<file path="src/design/rtfe_pkg.sv">
// Package for the tag frame extractor: default sizes, register reset values
// and configuration register indexes. No dependencies.
`default_nettype none

package rtfe_pkg;

    localparam int FRAME_BYTES_DEF = 24;
    localparam int TAG_OFFSET_DEF  = 8;
    localparam int TAG_BYTES_DEF   = 12;

    localparam int CFG_IDX_W = 2;

    typedef logic [7:0]           t_byte;
    typedef logic [CFG_IDX_W-1:0] t_cfg_idx;

    localparam t_cfg_idx CFG_END_MARKER  = t_cfg_idx'(0);
    localparam t_cfg_idx CFG_REJECT_TYPE = t_cfg_idx'(1);

    localparam t_byte RESET_END_MARKER  = 8'h7E;
    localparam t_byte RESET_REJECT_TYPE = 8'h01;

endpackage

`default_nettype wire

</file>
<file path="src/design/rtfe_if.sv">
// Handshake channels of the tag frame extractor: received bytes, tag bytes
// and configuration writes. Depends on rtfe_pkg.
`default_nettype none

interface rtfe_rx_if;
    logic          valid;
    logic          ready;
    rtfe_pkg::t_byte rx_byte;

    modport source (output valid, output rx_byte, input ready);
    modport sink   (input valid, input rx_byte, output ready);
endinterface

interface rtfe_tag_if;
    logic            valid;
    logic            ready;
    rtfe_pkg::t_byte tag_byte;
    logic [3:0]      byte_index;
    rtfe_pkg::t_byte tag_sequence;
    logic            last;

    modport source (output valid, output tag_byte, output byte_index,
                    output tag_sequence, output last, input ready);
    modport sink   (input valid, input tag_byte, input byte_index,
                    input tag_sequence, input last, output ready);
endinterface

interface rtfe_cfg_if;
    logic               valid;
    logic               ready;
    rtfe_pkg::t_cfg_idx index;
    rtfe_pkg::t_byte    data;

    modport source (output valid, output index, output data, input ready);
    modport sink   (input valid, input index, input data, output ready);
endinterface

`default_nettype wire

</file>
<file path="src/design/rfid_tag_frame_extractor.sv">
// A closing byte that emits a tag loads the tag snapshot register; tag valid is registered.
// Throughput: one received byte per cycle; a closing byte that emits a tag starts
// a burst of TAG_BYTES requests, one per cycle unless the receiver stalls, and the
// next byte waits until the final tag byte is taken (the single tag snapshot
// register sets this). Reset (synchronous, active low) clears the frame store,
// position, sequence number and burst state, and loads the register reset values.
`default_nettype none

module rfid_tag_frame_extractor #(
    parameter int FRAME_BYTES = rtfe_pkg::FRAME_BYTES_DEF,
    parameter int TAG_OFFSET  = rtfe_pkg::TAG_OFFSET_DEF,
    parameter int TAG_BYTES   = rtfe_pkg::TAG_BYTES_DEF
) (
    input  wire         i_clk,
    input  wire         i_rst_n,
    rtfe_rx_if.sink     i_rx,
    rtfe_cfg_if.sink    i_cfg,
    rtfe_tag_if.source  o_tag
);
    import rtfe_pkg::*;

    localparam int PW    = $clog2(FRAME_BYTES + 1);
    localparam int IDX_W = (TAG_BYTES > 1) ? $clog2(TAG_BYTES) : 1;

    t_byte            r_end_marker;
    t_byte            r_reject_type;
    logic [PW-1:0]    r_pos,  n_pos;
    t_byte            r_store [FRAME_BYTES];
    t_byte            r_seq;
    logic             r_busy, n_busy;
    logic [IDX_W-1:0] r_idx;
    t_byte            r_tag  [TAG_BYTES];
    t_byte            w_snap [TAG_BYTES];

    logic  rx_acc, tag_acc, tag_done, stores, closes, emit;
    t_byte rx_b, type_byte;

    assign rx_b     = i_rx.rx_byte;
    assign tag_done = tag_acc && o_tag.last;
    assign i_rx.ready = !r_busy || tag_done;
    assign rx_acc   = i_rx.valid && i_rx.ready;
    assign tag_acc  = o_tag.valid && o_tag.ready;
    assign stores   = (r_pos < PW'(FRAME_BYTES));
    assign closes   = (rx_b == r_end_marker);

    // Byte 1 as it stands after this byte has been stored.
    assign type_byte = (r_pos == PW'(1)) ? rx_b : r_store[1];
    assign emit      = rx_acc && closes && (type_byte != r_reject_type);

    // Tag bytes as the store holds them once this byte is written.
    for (genvar k = 0; k < TAG_BYTES; k++) begin : g_snap
        if (TAG_OFFSET + k < FRAME_BYTES) begin : g_in
            assign w_snap[k] = (r_pos == PW'(TAG_OFFSET + k)) ? rx_b
                                                             : r_store[TAG_OFFSET + k];
        end else begin : g_out
            assign w_snap[k] = '0;
        end
    end

    always_comb begin
        n_pos = r_pos;
        if (rx_acc) begin
            if (closes) begin
                n_pos = '0;
            end else if (stores) begin
                n_pos = r_pos + PW'(1);
            end
        end
    end

    always_comb begin
        n_busy = r_busy;
        if (emit) begin
            n_busy = 1'b1;
        end else if (tag_done) begin
            n_busy = 1'b0;
        end
    end

    assign i_cfg.ready = 1'b1;

    always_ff @(posedge i_clk) begin
        if (!i_rst_n) begin
            r_end_marker  <= RESET_END_MARKER;
            r_reject_type <= RESET_REJECT_TYPE;
        end else if (i_cfg.valid) begin
            unique case (i_cfg.index)
                CFG_END_MARKER:  r_end_marker  <= i_cfg.data;
                CFG_REJECT_TYPE: r_reject_type <= i_cfg.data;
                default: ;
            endcase
        end
    end

    always_ff @(posedge i_clk) begin
        if (!i_rst_n) begin
            r_pos  <= '0;
            r_busy <= 1'b0;
            r_seq  <= '0;
            r_idx  <= '0;
            for (int j = 0; j < FRAME_BYTES; j++) begin
                r_store[j] <= '0;
            end
        end else begin
            r_pos  <= n_pos;
            r_busy <= n_busy;
            if (rx_acc && stores) begin
                r_store[r_pos[PW-1:0]] <= rx_b;
            end
            if (emit) begin
                r_seq <= r_seq + 8'd1;
                r_idx <= '0;
            end else if (tag_acc) begin
                r_idx <= r_idx + IDX_W'(1);
            end
        end
    end

    // Tag snapshot: loaded on a closing byte that emits a tag, shifted down as bytes are taken.
    always_ff @(posedge i_clk) begin
        if (emit) begin
            for (int k = 0; k < TAG_BYTES; k++) begin
                r_tag[k] <= w_snap[k];
            end
        end else if (tag_acc) begin
            for (int k = 0; k < TAG_BYTES - 1; k++) begin
                r_tag[k] <= r_tag[k + 1];
            end
        end
    end

    t_byte r_out_seq;

    always_ff @(posedge i_clk) begin
        if (emit) begin
            r_out_seq <= r_seq;
        end
    end

    assign o_tag.valid        = r_busy;
    assign o_tag.tag_byte     = r_tag[0];
    assign o_tag.byte_index   = 4'(r_idx);
    assign o_tag.tag_sequence = r_out_seq;
    assign o_tag.last         = (r_idx == IDX_W'(TAG_BYTES - 1));

endmodule

`default_nettype wire

</file>
<file path="src/flat_wrapper.sv">
// flat-port wrapper written by rule: the top's interface ports become plain ports
module rfid_tag_frame_extractor_flat import rtfe_pkg::*;
#(
    parameter int FRAME_BYTES = rtfe_pkg::FRAME_BYTES_DEF,
    parameter int TAG_OFFSET  = rtfe_pkg::TAG_OFFSET_DEF,
    parameter int TAG_BYTES   = rtfe_pkg::TAG_BYTES_DEF
)
  (i_clk, i_rst_n, i_rx_valid, i_rx_rx_byte, i_rx_ready, i_cfg_valid, i_cfg_index, i_cfg_data, i_cfg_ready, o_tag_valid, o_tag_tag_byte, o_tag_byte_index, o_tag_tag_sequence, o_tag_last, o_tag_ready);
  rtfe_rx_if i_rx_i ();
  rtfe_cfg_if i_cfg_i ();
  rtfe_tag_if o_tag_i ();
  input  wire i_clk;
  input  wire i_rst_n;
  input wire logic [$bits(i_rx_i.valid)-1:0] i_rx_valid;
  input wire logic [$bits(i_rx_i.rx_byte)-1:0] i_rx_rx_byte;
  output wire logic [$bits(i_rx_i.ready)-1:0] i_rx_ready;
  input wire logic [$bits(i_cfg_i.valid)-1:0] i_cfg_valid;
  input wire logic [$bits(i_cfg_i.index)-1:0] i_cfg_index;
  input wire logic [$bits(i_cfg_i.data)-1:0] i_cfg_data;
  output wire logic [$bits(i_cfg_i.ready)-1:0] i_cfg_ready;
  output wire logic [$bits(o_tag_i.valid)-1:0] o_tag_valid;
  output wire logic [$bits(o_tag_i.tag_byte)-1:0] o_tag_tag_byte;
  output wire logic [$bits(o_tag_i.byte_index)-1:0] o_tag_byte_index;
  output wire logic [$bits(o_tag_i.tag_sequence)-1:0] o_tag_tag_sequence;
  output wire logic [$bits(o_tag_i.last)-1:0] o_tag_last;
  input wire logic [$bits(o_tag_i.ready)-1:0] o_tag_ready;
  assign i_rx_i.valid = i_rx_valid;
  assign i_rx_i.rx_byte = i_rx_rx_byte;
  assign i_rx_ready = i_rx_i.ready;
  assign i_cfg_i.valid = i_cfg_valid;
  assign i_cfg_i.index = i_cfg_index;
  assign i_cfg_i.data = i_cfg_data;
  assign i_cfg_ready = i_cfg_i.ready;
  assign o_tag_valid = o_tag_i.valid;
  assign o_tag_tag_byte = o_tag_i.tag_byte;
  assign o_tag_byte_index = o_tag_i.byte_index;
  assign o_tag_tag_sequence = o_tag_i.tag_sequence;
  assign o_tag_last = o_tag_i.last;
  assign o_tag_i.ready = o_tag_ready;
  rfid_tag_frame_extractor #(.FRAME_BYTES(FRAME_BYTES), .TAG_OFFSET(TAG_OFFSET), .TAG_BYTES(TAG_BYTES)) u_core (.i_clk(i_clk), .i_rst_n(i_rst_n), .i_rx(i_rx_i), .i_cfg(i_cfg_i), .o_tag(o_tag_i));
endmodule
</file>
<file path="config.mk">
export PLATFORM = sky130hd
export DESIGN_NAME = rfid_tag_frame_extractor_flat
export DESIGN_NICKNAME = d
export VERILOG_FILES = /design/src/design/rtfe_pkg.sv /design/src/design/rtfe_if.sv /design/src/design/rfid_tag_frame_extractor.sv /design/src/flat_wrapper.sv
export SDC_FILE = /design/constraint.sdc
export NUM_CORES = 1
export LEC_CHECK = 0
export ABC_AREA = 1
export BUFFER_PORTS_ARGS = -buffer_cell sky130_fd_sc_hd__buf_2
export CAP_MARGIN = 25
export CORE_AREA = 5 5 135 150
export DETAILED_ROUTE_END_ITERATION = 10
export DIE_AREA = 0 0 140 155
export PLACE_DENSITY = 0.79
export SETUP_SLACK_MARGIN = 0.3
export SYNTH_ARGS = -nofsm -noshare
export SYNTH_HDL_FRONTEND = slang
export SYNTH_SLANG_ARGS = --single-unit
</file>
<file path="constraint.sdc">
create_clock -name i_clk -period 5.6 [get_ports i_clk]
set_input_delay 1.12 -clock i_clk [delete_from_list [all_inputs] [get_ports i_clk]]
set_output_delay 1.12 -clock i_clk [all_outputs]
set_load 0.005 [all_outputs]
</file>
==> results.toml <==
[yosys]
synth.distinct_cells = 29
syn-cell-area_um2 = 11300
synth_edf_count = 208
synthesis.nets = 1258
avgSynthCellArea_um2 = 9.17
ys_async_sr_fraction_pct = 0
synthCells = 1228
ys_warn_count = 0
ys_seq_elements = 242
ys_seq_area_share_pct = 61.5
synth_flop_cell = "edfxtp_1"

[global_route]
grt_overflow_total = 0
grt_pass1_vias = 8190
grt_max_degree = 84
grt_util_all_layers_pct = 23.7
grt_pass1_wl_mm = 41.4
antenna_found_initial = 0

[floorplan]
io-pin-count = 47
core.rowCount = 53
initial_core_util_pct = 60.2
dieArea_um2 = 21700
chipHeight_um = 155
coreArea_um2 = 18700
fp.dieW_um = 140

[cells_and_area]
drive_above_1_share_pct = 8.28
areaGrowthSynthToFinish_pct = 8.34
n_antenna_cell = 0
final_nets = 1258
final_cell_area_um2 = 12200

[drt]
drc_errors = 0
via_count = 8448
final_antenna_net_count = 0
wl_per_cell_um = 17.3
viasPerCell = 5.67
drt_iter0_markers = 843
drt_first_pass_iters = 6
routed_wl_mm = 25.8

[setup_path]
cp_cell_sequence = "ha_1, inv_1, nor2_2, nand2_2, nand2_1, nand3_1, nand2_1, nand2_1, nor2_2, nand2_4, nand2_4, nand2_2, buf_4, nand2_1, nand2_1"
cp.arrival_ps = 4180
r2r-start = "u_core.r_pos[0]$_SDFFE_PN0P_"
worstPathMaxFanout = 35
worstRegToRegCells = 15
endpoint_kind = "flip-flop"
path_class = "reg2reg"
timing.rr.end = "u_core.r_tag[0][30]$_DFFE_PP_"
crit_path_start_kind = "flip-flop"
cpMostUsedCell = "nand2_1"
crit_slowest_cell = "nand2_2"
r2r_setup_slack_ps = 1690
critPathRequiredTime_ps = 5870
crit_start = "u_core.r_pos[0]$_SDFFE_PN0P_"
crit_path_end = "u_core.r_tag[0][30]$_DFFE_PP_"
crit_path_max_incr_delay_ps = 490

[clock_network]
cts_setup_buffers = 0
cts_max_level = 1
cts_root_buffer = "clkbuf_16"
cts_resized = 0
cts.sinks = 242
clkLatencyLatePin_ps = 520
cts_tree = "done"
clk_pin_slew_ps = 60
clk_path_buf_depth = 3
cts_made_buffers = 24
cts_hold_buffers = 0

[sta]
finalCritPeriodShare_pct = 69.8
tns_ps = 0
maxSlewViolCount = 0
worst_slew_pin_slew_ps = 981
period_needed_ps = 3910
fmax_ghz = 0.256
setup_viol = 0
rsz0062_at_grt = "no"
max_slew_margin_pct = 34.5
fin_skew_ps = 15.7
hold_viol_final = 0

[power]
power_density_nw_per_um2 = 298
power_mw = 3.64
peakVddDrop_mv = 0.344
leakage_nw = 4.97

[placement]
hpwl_mm = 16.1
dpl-instance-area_um2 = 11500
gp_congestion = 0.839
portBuffers = 45

[min_path]
hold_class = "reg2reg"

[status]
status = "finished clean"

[flow_run]
maxCapViolations = 0
area by class of cell:
cell class	count	area, um^2
clock buffers	34	648
clock inverters	8	50.0
fillers	1488	6500
inverters	51	191
multi-input cells	852	3750
flip-flops and latches	242	6930
well taps	247	309
repair buffers	57	328
Yosys cell counts (4+ instances only):
master	instances	area share [%]
nand2_1	413	14
edfxtp_1	208	55
nor2_1	129	4.3
nand3_1	117	5.2
o21ai_0	95	4.2
clkbuf_1	51	1.7
inv_1	41	1.4
dfxtp_1	34	6.0
a21oi_1	28	1.2
nor3_1	22	0.98
buf_2	16	0.71
buf_4	13	0.87
xor2_1	13	1.0
ha_1	7	0.78
clkinv_1	5	0.17
inv_2	5	0.17
nor2_2	5	0.28
o21ai_1	4	0.18
cells by family (layout without fill, tap and decap cells):
kind of cell	count (synthesis)	after routing	synth area share [%]
AO/OA/AOI/OAI	130	130	5.84
XOR/XNOR	16	16	1.24
adder cells (fa/ha/maj)	7	7	0.778
buffers and inverters	134	150	5.28
flip-flops	242	242	61.5
other	1	1	0.0333
AND/OR/NAND/NOR	698	698	25.3
sequential cells by signal, indices dropped and copies added, names as in the netlist:
name and flops:
u_core.o_tag.byte_index 4, u_core.o_tag.tag_sequence 8, u_core.o_tag.valid 1, u_core.r_end_marker 8, u_core.r_pos 5, u_core.r_reject_type 8
u_core.r_seq 8, u_core.r_store 104, u_core.r_tag 96
through the flow:
step	worst slack [ps]	hold WS, ps	util [%]	cells
6_report	1690	482	65.2	1491
5_1_grt	1360	494	65.2	1491
4_1_cts	1740	478	65.2	1491
3_5_place_dp	1450	464	61.5	1449
3_3_place_gp	1490	457	61.4	1448
2_1_floorplan	912	430	-	1228
power by group:
group          switching (mW)  internal (mW)  total [mW]
logic                   0.135         0.0471       0.182
registers              0.0129           1.98        2.00
clock network           0.657          0.806        1.46
total                   0.804           2.84        3.64
how the worst min path moves through the flow:
stage                                 startpoint                                      to  slack [ps]  depth (start not counted)
finish              u_core.r_seq[4]$_SDFFE_PN0P_  u_core.o_tag.tag_sequence[4]$_DFFE_PP_         480                          0
detailed placement  u_core.r_seq[7]$_SDFFE_PN0P_  u_core.o_tag.tag_sequence[7]$_DFFE_PP_         460                          0
global route        u_core.r_seq[4]$_SDFFE_PN0P_  u_core.o_tag.tag_sequence[4]$_DFFE_PP_         490                          0
CTS                 u_core.r_seq[7]$_SDFFE_PN0P_  u_core.o_tag.tag_sequence[7]$_DFFE_PP_         480                          0
global placement    u_core.r_seq[4]$_SDFFE_PN0P_  u_core.o_tag.tag_sequence[4]$_DFFE_PP_         460                          0
floorplan           u_core.r_seq[4]$_SDFFE_PN0P_  u_core.o_tag.tag_sequence[4]$_DFFE_PP_         430                          0
critical path, delay by kind of cell, from the launching register on:
family                     cells  cell delay [ps]
adders and majority gates      1              170
buffers and inverters          2              650
DFF                            1              400
and+or+nand+nor               12             2410
per-layer routing:
| metal | vias to the layer above | GRT usage (%) | part of all wire (%) |
|---|---|---|---|
| met2 | 342 | 43.0 | 52 |
| met1 | 3968 | 28.5 | 38 |
| met5 | - | 0 | 0 |
| li1 | 4084 | - | - |
| met4 | 0 | 9.41 | 3.4 |
| met3 | 54 | 3.29 | 7.2 |
cells in the final DEF (no fill, tap or decap):
| cell type | count |
|---|---|
| a21oi_1 | 28 |
| and2_1 | 1 |
| buf_12 | 1 |
| buf_2 | 45 |
| buf_4 | 11 |
| clkbuf_1 | 9 |
| clkbuf_16 | 24 |
| clkbuf_8 | 1 |
| clkinv_1 | 8 |
| clkinv_2 | 3 |
| clkinv_8 | 1 |
| clkinvlp_4 | 1 |
| conb_1 | 1 |
| dfxtp_1 | 34 |
| edfxtp_1 | 208 |
| ha_1 | 7 |
| inv_1 | 41 |
| inv_2 | 5 |
| nand2_1 | 412 |
| nand2_2 | 2 |
| nand2_4 | 3 |
| nand3_1 | 117 |
| nand3b_1 | 3 |
| nand4_1 | 3 |
| nor2_1 | 129 |
| nor2_2 | 5 |
| nor3_1 | 22 |
| o211ai_1 | 2 |
| o21ai_0 | 95 |
| o21ai_1 | 4 |
| o31ai_1 | 1 |
| or2_2 | 1 |
| xnor2_1 | 3 |
| xor2_1 | 13 |
Power figures use the tool's default switching activity.
